--- src/design/dllc_pkg.sv ---
package dllc_pkg;

  // default sizes
  localparam int NODES_DEF       = 16;
  localparam int VALUE_WIDTH_DEF = 64;

  // fixed port widths
  localparam int CMD_W    = 5;
  localparam int DATA_W   = 64;
  localparam int STATUS_W = 2;
  localparam int COUNT_W  = 5;

  // command codes
  localparam logic [CMD_W-1:0] CMD_INS_FIRST  = 5'd0;
  localparam logic [CMD_W-1:0] CMD_INS_LAST   = 5'd1;
  localparam logic [CMD_W-1:0] CMD_FIRST      = 5'd2;
  localparam logic [CMD_W-1:0] CMD_LAST       = 5'd3;
  localparam logic [CMD_W-1:0] CMD_GET_FIRST  = 5'd4;
  localparam logic [CMD_W-1:0] CMD_GET_LAST   = 5'd5;
  localparam logic [CMD_W-1:0] CMD_DEL_FIRST  = 5'd6;
  localparam logic [CMD_W-1:0] CMD_DEL_LAST   = 5'd7;
  localparam logic [CMD_W-1:0] CMD_DEL_AFTER  = 5'd8;
  localparam logic [CMD_W-1:0] CMD_DEL_BEFORE = 5'd9;
  localparam logic [CMD_W-1:0] CMD_INS_AFTER  = 5'd10;
  localparam logic [CMD_W-1:0] CMD_INS_BEFORE = 5'd11;
  localparam logic [CMD_W-1:0] CMD_GET        = 5'd12;
  localparam logic [CMD_W-1:0] CMD_SET        = 5'd13;
  localparam logic [CMD_W-1:0] CMD_NEXT       = 5'd14;
  localparam logic [CMD_W-1:0] CMD_PREV       = 5'd15;
  localparam logic [CMD_W-1:0] CMD_CLEAR      = 5'd16;

  // status codes
  localparam logic [STATUS_W-1:0] STS_OK    = 2'd0;
  localparam logic [STATUS_W-1:0] STS_EMPTY = 2'd1;
  localparam logic [STATUS_W-1:0] STS_FULL  = 2'd2;

  // sequencer states
  typedef enum logic [5:0] {
    S_IDLE = 6'b000001,
    S_RD1  = 6'b000010,
    S_RD2  = 6'b000100,
    S_WR1  = 6'b001000,
    S_WR2  = 6'b010000,
    S_OUT  = 6'b100000
  } state_t;

endpackage

--- src/design/dllc_ram.sv ---
module dllc_ram #(
  parameter int DEPTH = 16,
  parameter int WIDTH = 8
) (
  input  logic                     clk,
  input  logic                     we,
  input  logic [$clog2(DEPTH)-1:0] wa,
  input  logic [WIDTH-1:0]         wd,
  input  logic                     re,
  input  logic [$clog2(DEPTH)-1:0] ra,
  output logic [WIDTH-1:0]         rd
);

  logic [WIDTH-1:0] mem [DEPTH];

  always_ff @(posedge clk) begin
    if (we) begin
      mem[wa] <= wd;
    end
  end

  // registered read, old data on a same-address write
  always_ff @(posedge clk) begin
    if (re) begin
      rd <= mem[ra];
    end
  end

endmodule

--- src/design/doubly_linked_list_with_cursor.sv ---
// channel  | handshake           | payload
// ---------+---------------------+-------------------------------------------
// request  | in_valid / in_stall | cmd, data_in
// result   | out_valid/out_stall | data_out, status, cursor_valid, count
//
// every request steps through accept, two link reads, two link writes,
// and a final state showing the result; each node memory has one read
// port and one write port. a stalled result holds the sequencer,
// and in_stall stays high until the result is taken. synchronous reset
// empties the list at once: node memories need no clearing since free
// slots come from a fill mark and a stack of released slots.
module doubly_linked_list_with_cursor #(
  parameter int NODES       = dllc_pkg::NODES_DEF,
  parameter int VALUE_WIDTH = dllc_pkg::VALUE_WIDTH_DEF
) (
  input  logic                           clk,
  input  logic                           rst,
  input  logic                           in_valid,
  output logic                           in_stall,
  input  logic [dllc_pkg::CMD_W-1:0]     cmd,
  input  logic signed [dllc_pkg::DATA_W-1:0] data_in,
  output logic                           out_valid,
  input  logic                           out_stall,
  output logic signed [dllc_pkg::DATA_W-1:0] data_out,
  output logic [dllc_pkg::STATUS_W-1:0]  status,
  output logic                           cursor_valid,
  output logic [dllc_pkg::COUNT_W-1:0]   count
);
  import dllc_pkg::*;

  // pointer width holds the null code, address width indexes the pool
  localparam int PW = $clog2(NODES + 1);
  localparam int AW = $clog2(NODES);
  localparam logic [PW-1:0] NIL = PW'(NODES);

  function automatic logic is_node(input logic [PW-1:0] p);
    return p < NIL;
  endfunction

  state_t state;

  // latched request
  logic [CMD_W-1:0]       cmd_r;
  logic [VALUE_WIDTH-1:0] data_r;

  // list registers
  logic [PW-1:0] head;
  logic [PW-1:0] tail;
  logic [PW-1:0] cur;
  logic [PW-1:0] len;

  // slot allocation: fill mark plus stack of released slots
  logic [PW-1:0] wm;
  logic [PW-1:0] sp;

  // working registers
  logic [PW-1:0]          addr1;
  logic [PW-1:0]          lk1;
  logic [PW-1:0]          nslot;
  logic [VALUE_WIDTH-1:0] dout_r;
  logic [STATUS_W-1:0]    status_r;

  // memory ports
  logic                   val_we, lnk_re, stk_we, stk_re;
  logic [AW-1:0]          val_wa, nxt_wa, prv_wa, stk_wa, lnk_ra, stk_ra;
  logic [VALUE_WIDTH-1:0] val_wd, rv;
  logic                   nxt_we, prv_we;
  logic [PW-1:0]          nxt_wd, prv_wd, stk_wd, rn, rp, rs;

  logic          accept;
  logic [PW-1:0] a1_sel;
  logic [PW-1:0] lk_sel;
  logic          full;
  logic          cur_ok;

  assign accept   = in_valid && !in_stall;
  assign in_stall = (state != S_IDLE);
  assign full     = (len == NIL);
  assign cur_ok   = is_node(cur);

  // first read address: the node the request works on
  always_comb begin
    unique case (cmd)
      CMD_GET_FIRST, CMD_DEL_FIRST: a1_sel = head;
      CMD_GET_LAST,  CMD_DEL_LAST:  a1_sel = tail;
      default:                      a1_sel = cur;
    endcase
  end

  // link taken from the first read
  always_comb begin
    unique case (cmd_r)
      CMD_DEL_FIRST, CMD_DEL_AFTER, CMD_INS_AFTER, CMD_NEXT: lk_sel = rn;
      default:                                               lk_sel = rp;
    endcase
  end

  // read side: first read at the target, second read at its neighbor
  assign lnk_re = accept || (state == S_RD1);
  assign lnk_ra = (state == S_RD1) ? lk_sel[AW-1:0] : a1_sel[AW-1:0];
  assign stk_re = accept;
  assign stk_ra = AW'(sp - PW'(1));

  // write side
  always_comb begin
    val_we = 1'b0;
    val_wa = nslot[AW-1:0];
    val_wd = data_r;
    nxt_we = 1'b0;
    nxt_wa = nslot[AW-1:0];
    nxt_wd = NIL;
    prv_we = 1'b0;
    prv_wa = nslot[AW-1:0];
    prv_wd = NIL;
    stk_we = 1'b0;
    stk_wa = sp[AW-1:0];
    stk_wd = head;
    if (state == S_WR1) begin
      unique case (cmd_r)
        CMD_INS_FIRST, CMD_INS_LAST: begin
          // new node gets its value and both links
          if (!full) begin
            val_we = 1'b1;
            nxt_we = 1'b1;
            prv_we = 1'b1;
            nxt_wd = (cmd_r == CMD_INS_FIRST) ? head : NIL;
            prv_wd = (cmd_r == CMD_INS_FIRST) ? NIL : tail;
          end
        end
        CMD_INS_AFTER, CMD_INS_BEFORE: begin
          if (cur_ok && !full) begin
            val_we = 1'b1;
            nxt_we = 1'b1;
            prv_we = 1'b1;
            nxt_wd = (cmd_r == CMD_INS_AFTER) ? lk1 : cur;
            prv_wd = (cmd_r == CMD_INS_AFTER) ? cur : lk1;
          end
        end
        CMD_DEL_FIRST: begin
          if (is_node(head)) begin
            stk_we = 1'b1;
            stk_wd = head;
            prv_we = is_node(lk1);
            prv_wa = lk1[AW-1:0];
            prv_wd = NIL;
          end
        end
        CMD_DEL_LAST: begin
          if (is_node(tail)) begin
            stk_we = 1'b1;
            stk_wd = tail;
            nxt_we = is_node(lk1);
            nxt_wa = lk1[AW-1:0];
            nxt_wd = NIL;
          end
        end
        CMD_DEL_AFTER: begin
          // rn now holds the link past the deleted node
          if (cur_ok && is_node(lk1)) begin
            stk_we = 1'b1;
            stk_wd = lk1;
            nxt_we = 1'b1;
            nxt_wa = cur[AW-1:0];
            nxt_wd = rn;
            prv_we = is_node(rn);
            prv_wa = rn[AW-1:0];
            prv_wd = cur;
          end
        end
        CMD_DEL_BEFORE: begin
          if (cur_ok && is_node(lk1)) begin
            stk_we = 1'b1;
            stk_wd = lk1;
            prv_we = 1'b1;
            prv_wa = cur[AW-1:0];
            prv_wd = rp;
            nxt_we = is_node(rp);
            nxt_wa = rp[AW-1:0];
            nxt_wd = cur;
          end
        end
        CMD_SET: begin
          val_we = cur_ok;
          val_wa = cur[AW-1:0];
        end
        default: begin
        end
      endcase
    end else if (state == S_WR2) begin
      unique case (cmd_r)
        CMD_INS_FIRST: begin
          prv_we = !full && is_node(head);
          prv_wa = head[AW-1:0];
          prv_wd = nslot;
        end
        CMD_INS_LAST: begin
          nxt_we = !full && is_node(tail);
          nxt_wa = tail[AW-1:0];
          nxt_wd = nslot;
        end
        CMD_INS_AFTER: begin
          nxt_we = cur_ok && !full;
          nxt_wa = cur[AW-1:0];
          nxt_wd = nslot;
          prv_we = cur_ok && !full && is_node(lk1);
          prv_wa = lk1[AW-1:0];
          prv_wd = nslot;
        end
        CMD_INS_BEFORE: begin
          prv_we = cur_ok && !full;
          prv_wa = cur[AW-1:0];
          prv_wd = nslot;
          nxt_we = cur_ok && !full && is_node(lk1);
          nxt_wa = lk1[AW-1:0];
          nxt_wd = nslot;
        end
        default: begin
        end
      endcase
    end
  end

  // node memories and the free slot stack
  dllc_ram #(.DEPTH(NODES), .WIDTH(VALUE_WIDTH)) u_val (
    .clk(clk), .we(val_we), .wa(val_wa), .wd(val_wd),
    .re(lnk_re), .ra(lnk_ra), .rd(rv)
  );

  dllc_ram #(.DEPTH(NODES), .WIDTH(PW)) u_nxt (
    .clk(clk), .we(nxt_we), .wa(nxt_wa), .wd(nxt_wd),
    .re(lnk_re), .ra(lnk_ra), .rd(rn)
  );

  dllc_ram #(.DEPTH(NODES), .WIDTH(PW)) u_prv (
    .clk(clk), .we(prv_we), .wa(prv_wa), .wd(prv_wd),
    .re(lnk_re), .ra(lnk_ra), .rd(rp)
  );

  dllc_ram #(.DEPTH(NODES), .WIDTH(PW)) u_stk (
    .clk(clk), .we(stk_we), .wa(stk_wa), .wd(stk_wd),
    .re(stk_re), .ra(stk_ra), .rd(rs)
  );

  // payload registers
  always_ff @(posedge clk) begin
    if (accept) begin
      cmd_r    <= cmd;
      data_r   <= data_in[VALUE_WIDTH-1:0];
      addr1    <= a1_sel;
      dout_r   <= '0;
      status_r <= STS_OK;
    end
    if (state == S_RD1) begin
      lk1   <= lk_sel;
      // a released slot first, else the next never-used one
      nslot <= (sp != '0) ? rs : wm;
      if (cmd_r == CMD_GET_FIRST || cmd_r == CMD_GET_LAST || cmd_r == CMD_GET) begin
        if (is_node(addr1)) begin
          dout_r <= rv;
        end else begin
          status_r <= STS_EMPTY;
        end
      end
    end
    if (state == S_WR1) begin
      if (cmd_r == CMD_INS_FIRST || cmd_r == CMD_INS_LAST) begin
        if (full) begin
          status_r <= STS_FULL;
        end
      end
      if (cmd_r == CMD_INS_AFTER || cmd_r == CMD_INS_BEFORE) begin
        if (cur_ok && full) begin
          status_r <= STS_FULL;
        end
      end
    end
  end

  // sequencer and list registers
  always_ff @(posedge clk) begin
    if (rst) begin
      state <= S_IDLE;
      head  <= NIL;
      tail  <= NIL;
      cur   <= NIL;
      len   <= '0;
      wm    <= '0;
      sp    <= '0;
    end else begin
      unique case (state)
        S_IDLE: begin
          if (accept) begin
            state <= S_RD1;
          end
        end
        S_RD1: state <= S_RD2;
        S_RD2: state <= S_WR1;
        S_WR1: begin
          state <= S_WR2;
          unique case (cmd_r)
            CMD_FIRST: cur <= head;
            CMD_LAST:  cur <= tail;
            CMD_DEL_FIRST: begin
              if (is_node(head)) begin
                if (cur == head) begin
                  cur <= NIL;
                end
                head <= lk1;
                if (!is_node(lk1)) begin
                  tail <= NIL;
                end
                sp  <= sp + PW'(1);
                len <= len - PW'(1);
              end
            end
            CMD_DEL_LAST: begin
              if (is_node(tail)) begin
                if (cur == tail) begin
                  cur <= NIL;
                end
                tail <= lk1;
                if (!is_node(lk1)) begin
                  head <= NIL;
                end
                sp  <= sp + PW'(1);
                len <= len - PW'(1);
              end
            end
            CMD_DEL_AFTER: begin
              if (cur_ok && is_node(lk1)) begin
                if (!is_node(rn)) begin
                  tail <= cur;
                end
                sp  <= sp + PW'(1);
                len <= len - PW'(1);
              end
            end
            CMD_DEL_BEFORE: begin
              if (cur_ok && is_node(lk1)) begin
                if (!is_node(rp)) begin
                  head <= cur;
                end
                sp  <= sp + PW'(1);
                len <= len - PW'(1);
              end
            end
            CMD_NEXT, CMD_PREV: begin
              // walking off either end drops the cursor
              if (cur_ok) begin
                cur <= is_node(lk1) ? lk1 : NIL;
              end
            end
            CMD_CLEAR: begin
              head <= NIL;
              tail <= NIL;
              cur  <= NIL;
              len  <= '0;
              wm   <= '0;
              sp   <= '0;
            end
            default: begin
            end
          endcase
        end
        S_WR2: begin
          state <= S_OUT;
          if (!full && ((cmd_r == CMD_INS_FIRST) || (cmd_r == CMD_INS_LAST) ||
              (cur_ok && ((cmd_r == CMD_INS_AFTER) || (cmd_r == CMD_INS_BEFORE))))) begin
            len <= len + PW'(1);
            if (sp != '0) begin
              sp <= sp - PW'(1);
            end else begin
              wm <= wm + PW'(1);
            end
            unique case (cmd_r)
              CMD_INS_FIRST: begin
                if (!is_node(head)) begin
                  tail <= nslot;
                end
                head <= nslot;
              end
              CMD_INS_LAST: begin
                if (!is_node(tail)) begin
                  head <= nslot;
                end
                tail <= nslot;
              end
              CMD_INS_AFTER: begin
                if (!is_node(lk1)) begin
                  tail <= nslot;
                end
              end
              default: begin
                if (!is_node(lk1)) begin
                  head <= nslot;
                end
              end
            endcase
          end
        end
        S_OUT: begin
          if (!out_stall) begin
            state <= S_IDLE;
          end
        end
        default: state <= S_IDLE;
      endcase
    end
  end

  // result, held steady while stalled
  assign out_valid    = (state == S_OUT);
  assign data_out     = DATA_W'($signed(dout_r));
  assign status       = status_r;
  assign cursor_valid = cur_ok;
  assign count        = COUNT_W'(len);

endmodule
--- config.mk ---
export PLATFORM = sky130hd
export DESIGN_NAME = doubly_linked_list_with_cursor
export DESIGN_NICKNAME = d
export VERILOG_FILES = /design/src/design/dllc_pkg.sv /design/src/design/dllc_ram.sv /design/src/design/doubly_linked_list_with_cursor.sv
export SDC_FILE = /design/constraint.sdc
export NUM_CORES = 2
export LEC_CHECK = 0
export BUFFER_PORTS_ARGS = -buffer_cell sky130_fd_sc_hd__buf_2
export CORE_UTILIZATION = 59
export DETAILED_ROUTE_END_ITERATION = 6
export PLACE_DENSITY = 0.8
export REMOVE_ABC_BUFFERS = 1
export SETUP_SLACK_MARGIN = 0.3
export SYNTH_ARGS = -nofsm -noshare
export SYNTH_HDL_FRONTEND = slang
export SYNTH_SLANG_ARGS = --single-unit
--- constraint.sdc ---
create_clock -name clk -period 6.82 [get_ports clk]
set_input_delay 0 -clock clk [delete_from_list [all_inputs] [get_ports clk]]
set_output_delay 0 -clock clk [all_outputs]
set_load 0.03 [all_outputs]
==> run_results.csv <==
group,metric,value,unit
run_status,outcome,"finished, final reports clean",
floorplan,rows,120,
layout,fin_nets,4435,
drt,vias,40890,
worst_setup_path,crit_type,"register to register",
global_route,grt_pass1_vias,40580,
logic_synthesis,synth_edf_count,1423,
logic_synthesis,synth.avg_cell_area,15.32,sq um
clocking,post_cts_buffers,0,
timing,whs,0.01679,ns
placed_design,place_area,0.06603,sq mm
placed_design,portBuffers,146,
worst_setup_path,end_kind,"register",
clocking,cts.sinks,1525,
clocking,cts.clk_slew.worst_paths,0.06,ns
clocking,cts_buffers,152,
worst_setup_path,cp.arrival,5.17,ns
timing,maxSlewViolCount,0,
floorplan,die_x,331.6,microns
logic_synthesis,yosys_warnings,0,
drt,avgViaCountPerCell,6.953,
pwr,vdd_ir_drop_max,0.2481,mV
layout,finish.instance_area,0.07217,sq mm
drt,wl_per_cell,29.46,microns
logic_synthesis,synth_cell_types,101,
worst_setup_path,setup.worst_path.start_class,"register",
timing,hold_violations,0,
logic_synthesis,synthCells,4184,
clocking,cts_buffer_depth,3,
global_route,grt_max_degree,172,
logic_synthesis,synthArstFlopShare,0,%
logic_synthesis,yosysTopAreaCell,"edfxtp_1",
logic_synthesis,synthFlopType,"edfxtp_1",
timing,setup_viol,0,
clocking,cts_tree,"done",
pwr,leakagePower,26.24,nW
drt,first_iter_violations,5832,
global_route,grt_pass1_wl,256300,microns
pwr,pwr_density_cell,268.1,mW/mm^2
clocking,cts_resized,0,
timing,fin_tns_setup,0,ns
timing,rsz0062_at_grt,"no",
logic_synthesis,netlist_area,0.06411,sq mm
worst_hold_path,min_path_type,"input pin to register",
timing,min_period,4.767,ns
timing,slew_headroom,12.90,%
logic_synthesis,synth_top_cell_area_share,66.65,%
logic_synthesis,seq_area_frac_synth,69.83,%
drt,wirelength,173200,microns
floorplan,start_util,59.72,%
floorplan,io_pins,147,
layout,area_growth,12.57,%
global_route,grt-ovfl-total,0,
global_route,grt_usage,31.06,%
clocking,clk_latency,0.78,ns
worst_setup_path,critPathRequiredTime,7.22,ns
floorplan,die-height,331.6,microns
placed_design,place_congestion,0.9575,
clocking,htreeDepth,4,
worst_setup_path,crit_fanout,23,
floorplan,dieArea,0.1100,sq mm
placed_design,dpl.hpwl,90990,microns
layout,antennaDiodeCount,0,
timing,clock_skew,0.03944,ns
drt,drt_first_pass_iters,6,
drt,drc,0,
clocking,cts_root_buf,"clkbuf_16",
timing,min_period_over_period,69.89,%
timing,fmax,209.8,MHz
timing,tightestPinTransition,1.304,ns
logic_synthesis,yosys_register_bits,1525,
floorplan,core_area,0.1074,sq mm
layout,drive_above_1_share,15.50,%
run,maxCapViolations,0,
drt,ant_nets,0,
logic_synthesis,synth_area_leaders,"edfxtp_1 (67%), o2111ai_1 (5.2%), mux2i_1 (4.8%), dfxtp_1 (3.2%), o221ai_1 (2.0%)",
global_route,antenna_found_initial,0,
-- final timing paths --
check                                    startpoint                         end  slack, ns  cells past startpoint
worst max-delay path             cmd_r[1]$_DFFE_PP_  u_val.mem[9][51]$_DFFE_PP_       2.05                      6
worst min-delay path                    data_in[22]        data_r[22]$_DFFE_PP_       0.02                      2
worst max register to register   cmd_r[1]$_DFFE_PP_  u_val.mem[9][51]$_DFFE_PP_       2.05                      6
worst min register to register  data_out[6]$_DFF_P_         data_out[6]$_DFF_P_       0.44                      2
-- power breakdown --
part	internal, W	total (W)	switching (W)
Sequential	0.0104	0.0105	0.000176
Combinational	0.000252	0.000699	0.000447
Clock	0.00461	0.00811	0.00350
Total	0.0152	0.0193	0.00412
-- sequential cells by signal (all words and copies together) (netlist names), 6 cells and up --
| signal | flops |
|---|---|
| data_out | 64 |
| data_r | 64 |
| state | 6 |
| u_nxt.mem | 80 |
| u_prv.mem | 80 |
| u_stk.mem | 80 |
| u_val.mem | 1024 |
| u_val.rd | 64 |
-- layout by cell type (no fill, tap or decap), types with 31 or more instances in the layout --
cell type and n:
dfxtp_1 102, clkbuf_16 154, o221ai_1 146, nor2_1 73
a221o_1 75, a21oi_1 112, nand2_1 204, buf_2 146
mux2_2 100, dlygate4sd3_1 135, clkbuf_1 50, mux2_1 37
mux2i_1 308, buf_4 76, o21ai_0 31, edfxtp_1 1423
nand3_1 118, o2111ai_1 380, o211ai_1 51, o211ai_2 33
inv_1 242
-- logic make-up (layout without fill, tap and decap cells) --
| kind of cell | Yosys count | count (layout) | share of synthesized area, % |
|---|---|---|---|
| multiplexers | 494 | 494 | 8.667 |
| adder cells (fa/ha/maj) | 9 | 9 | 0.1756 |
| buffers and inverters | 604 | 897 | 4.112 |
| AO/OA/AOI/OAI | 972 | 972 | 12.60 |
| XOR/XNOR | 15 | 15 | 0.2049 |
| AND/OR/NAND/NOR | 565 | 565 | 4.412 |
| flip-flops | 1525 | 1525 | 69.83 |
-- timing repair --
| item | in CTS | in global routing |
|---|---|---|
| setup endpoints to repair | 0 | 0 |
| hold buffers | 135 | 0 |
| hold endpoints to repair | 101 | 0 |
-- area by class of cell --
| class | instances | area (sq um) |
|---|---|---|
| flip-flops and latches | 1525 | 44770 |
| clock inverters | 62 | 583.1 |
| well taps | 1403 | 1755 |
| fillers | 6902 | 35180 |
| repair buffers | 372 | 2953 |
| inverters | 247 | 937.1 |
| multi-input cells | 2055 | 16960 |
| clock buffers | 216 | 4207 |
-- layer usage --
layer / up-vias / GRT usage [%] / routed length, microns
met5: - / 0 / 0
met4: 0 / 11.57 / 6180
met3: 454 / 6.057 / 18610
met2: 2773 / 50.45 / 83400
met1: 20390 / 41.80 / 65020
li1: 17270 / - / -
-- stage by stage --
stage               utilization, %  total power [W]  std cells  worst slack, ns
floorplan                        -          0.01115       3827           -14.10
finish                       67.23          0.01935       5880            2.053
CTS                          67.23          0.01936       5880            2.191
global route                 67.23          0.01977       5880            1.828
detailed placement           61.51          0.01135       5467            2.182
global placement             61.51          0.01133       5467            2.274
-- cell usage after synthesis, drive strengths merged (17+ instances only) --
cell type	count
a21oi	113
mux4	25
mux2	160
nor3	28
o211ai	84
o21ai	36
mux2i	309
nand3	119
buf	138
o221ai	151
nor2	94
dfxtp	102
a31oi	17
a221o	75
edfxtp	1423
nand2	208
clkbuf	219
o2111ai	381
inv	244
-- critical path, stage by stage (launching register included) --
cell,delay (ns)
edfxtp_1,0.72
nor2b_1,0.93
nand3_1,0.27
nor2_1,0.46
a31oi_1,0.44
nor2_4,1.01
buf_4,0.54
No activity file was read; power rests on OpenSTA's default activity.
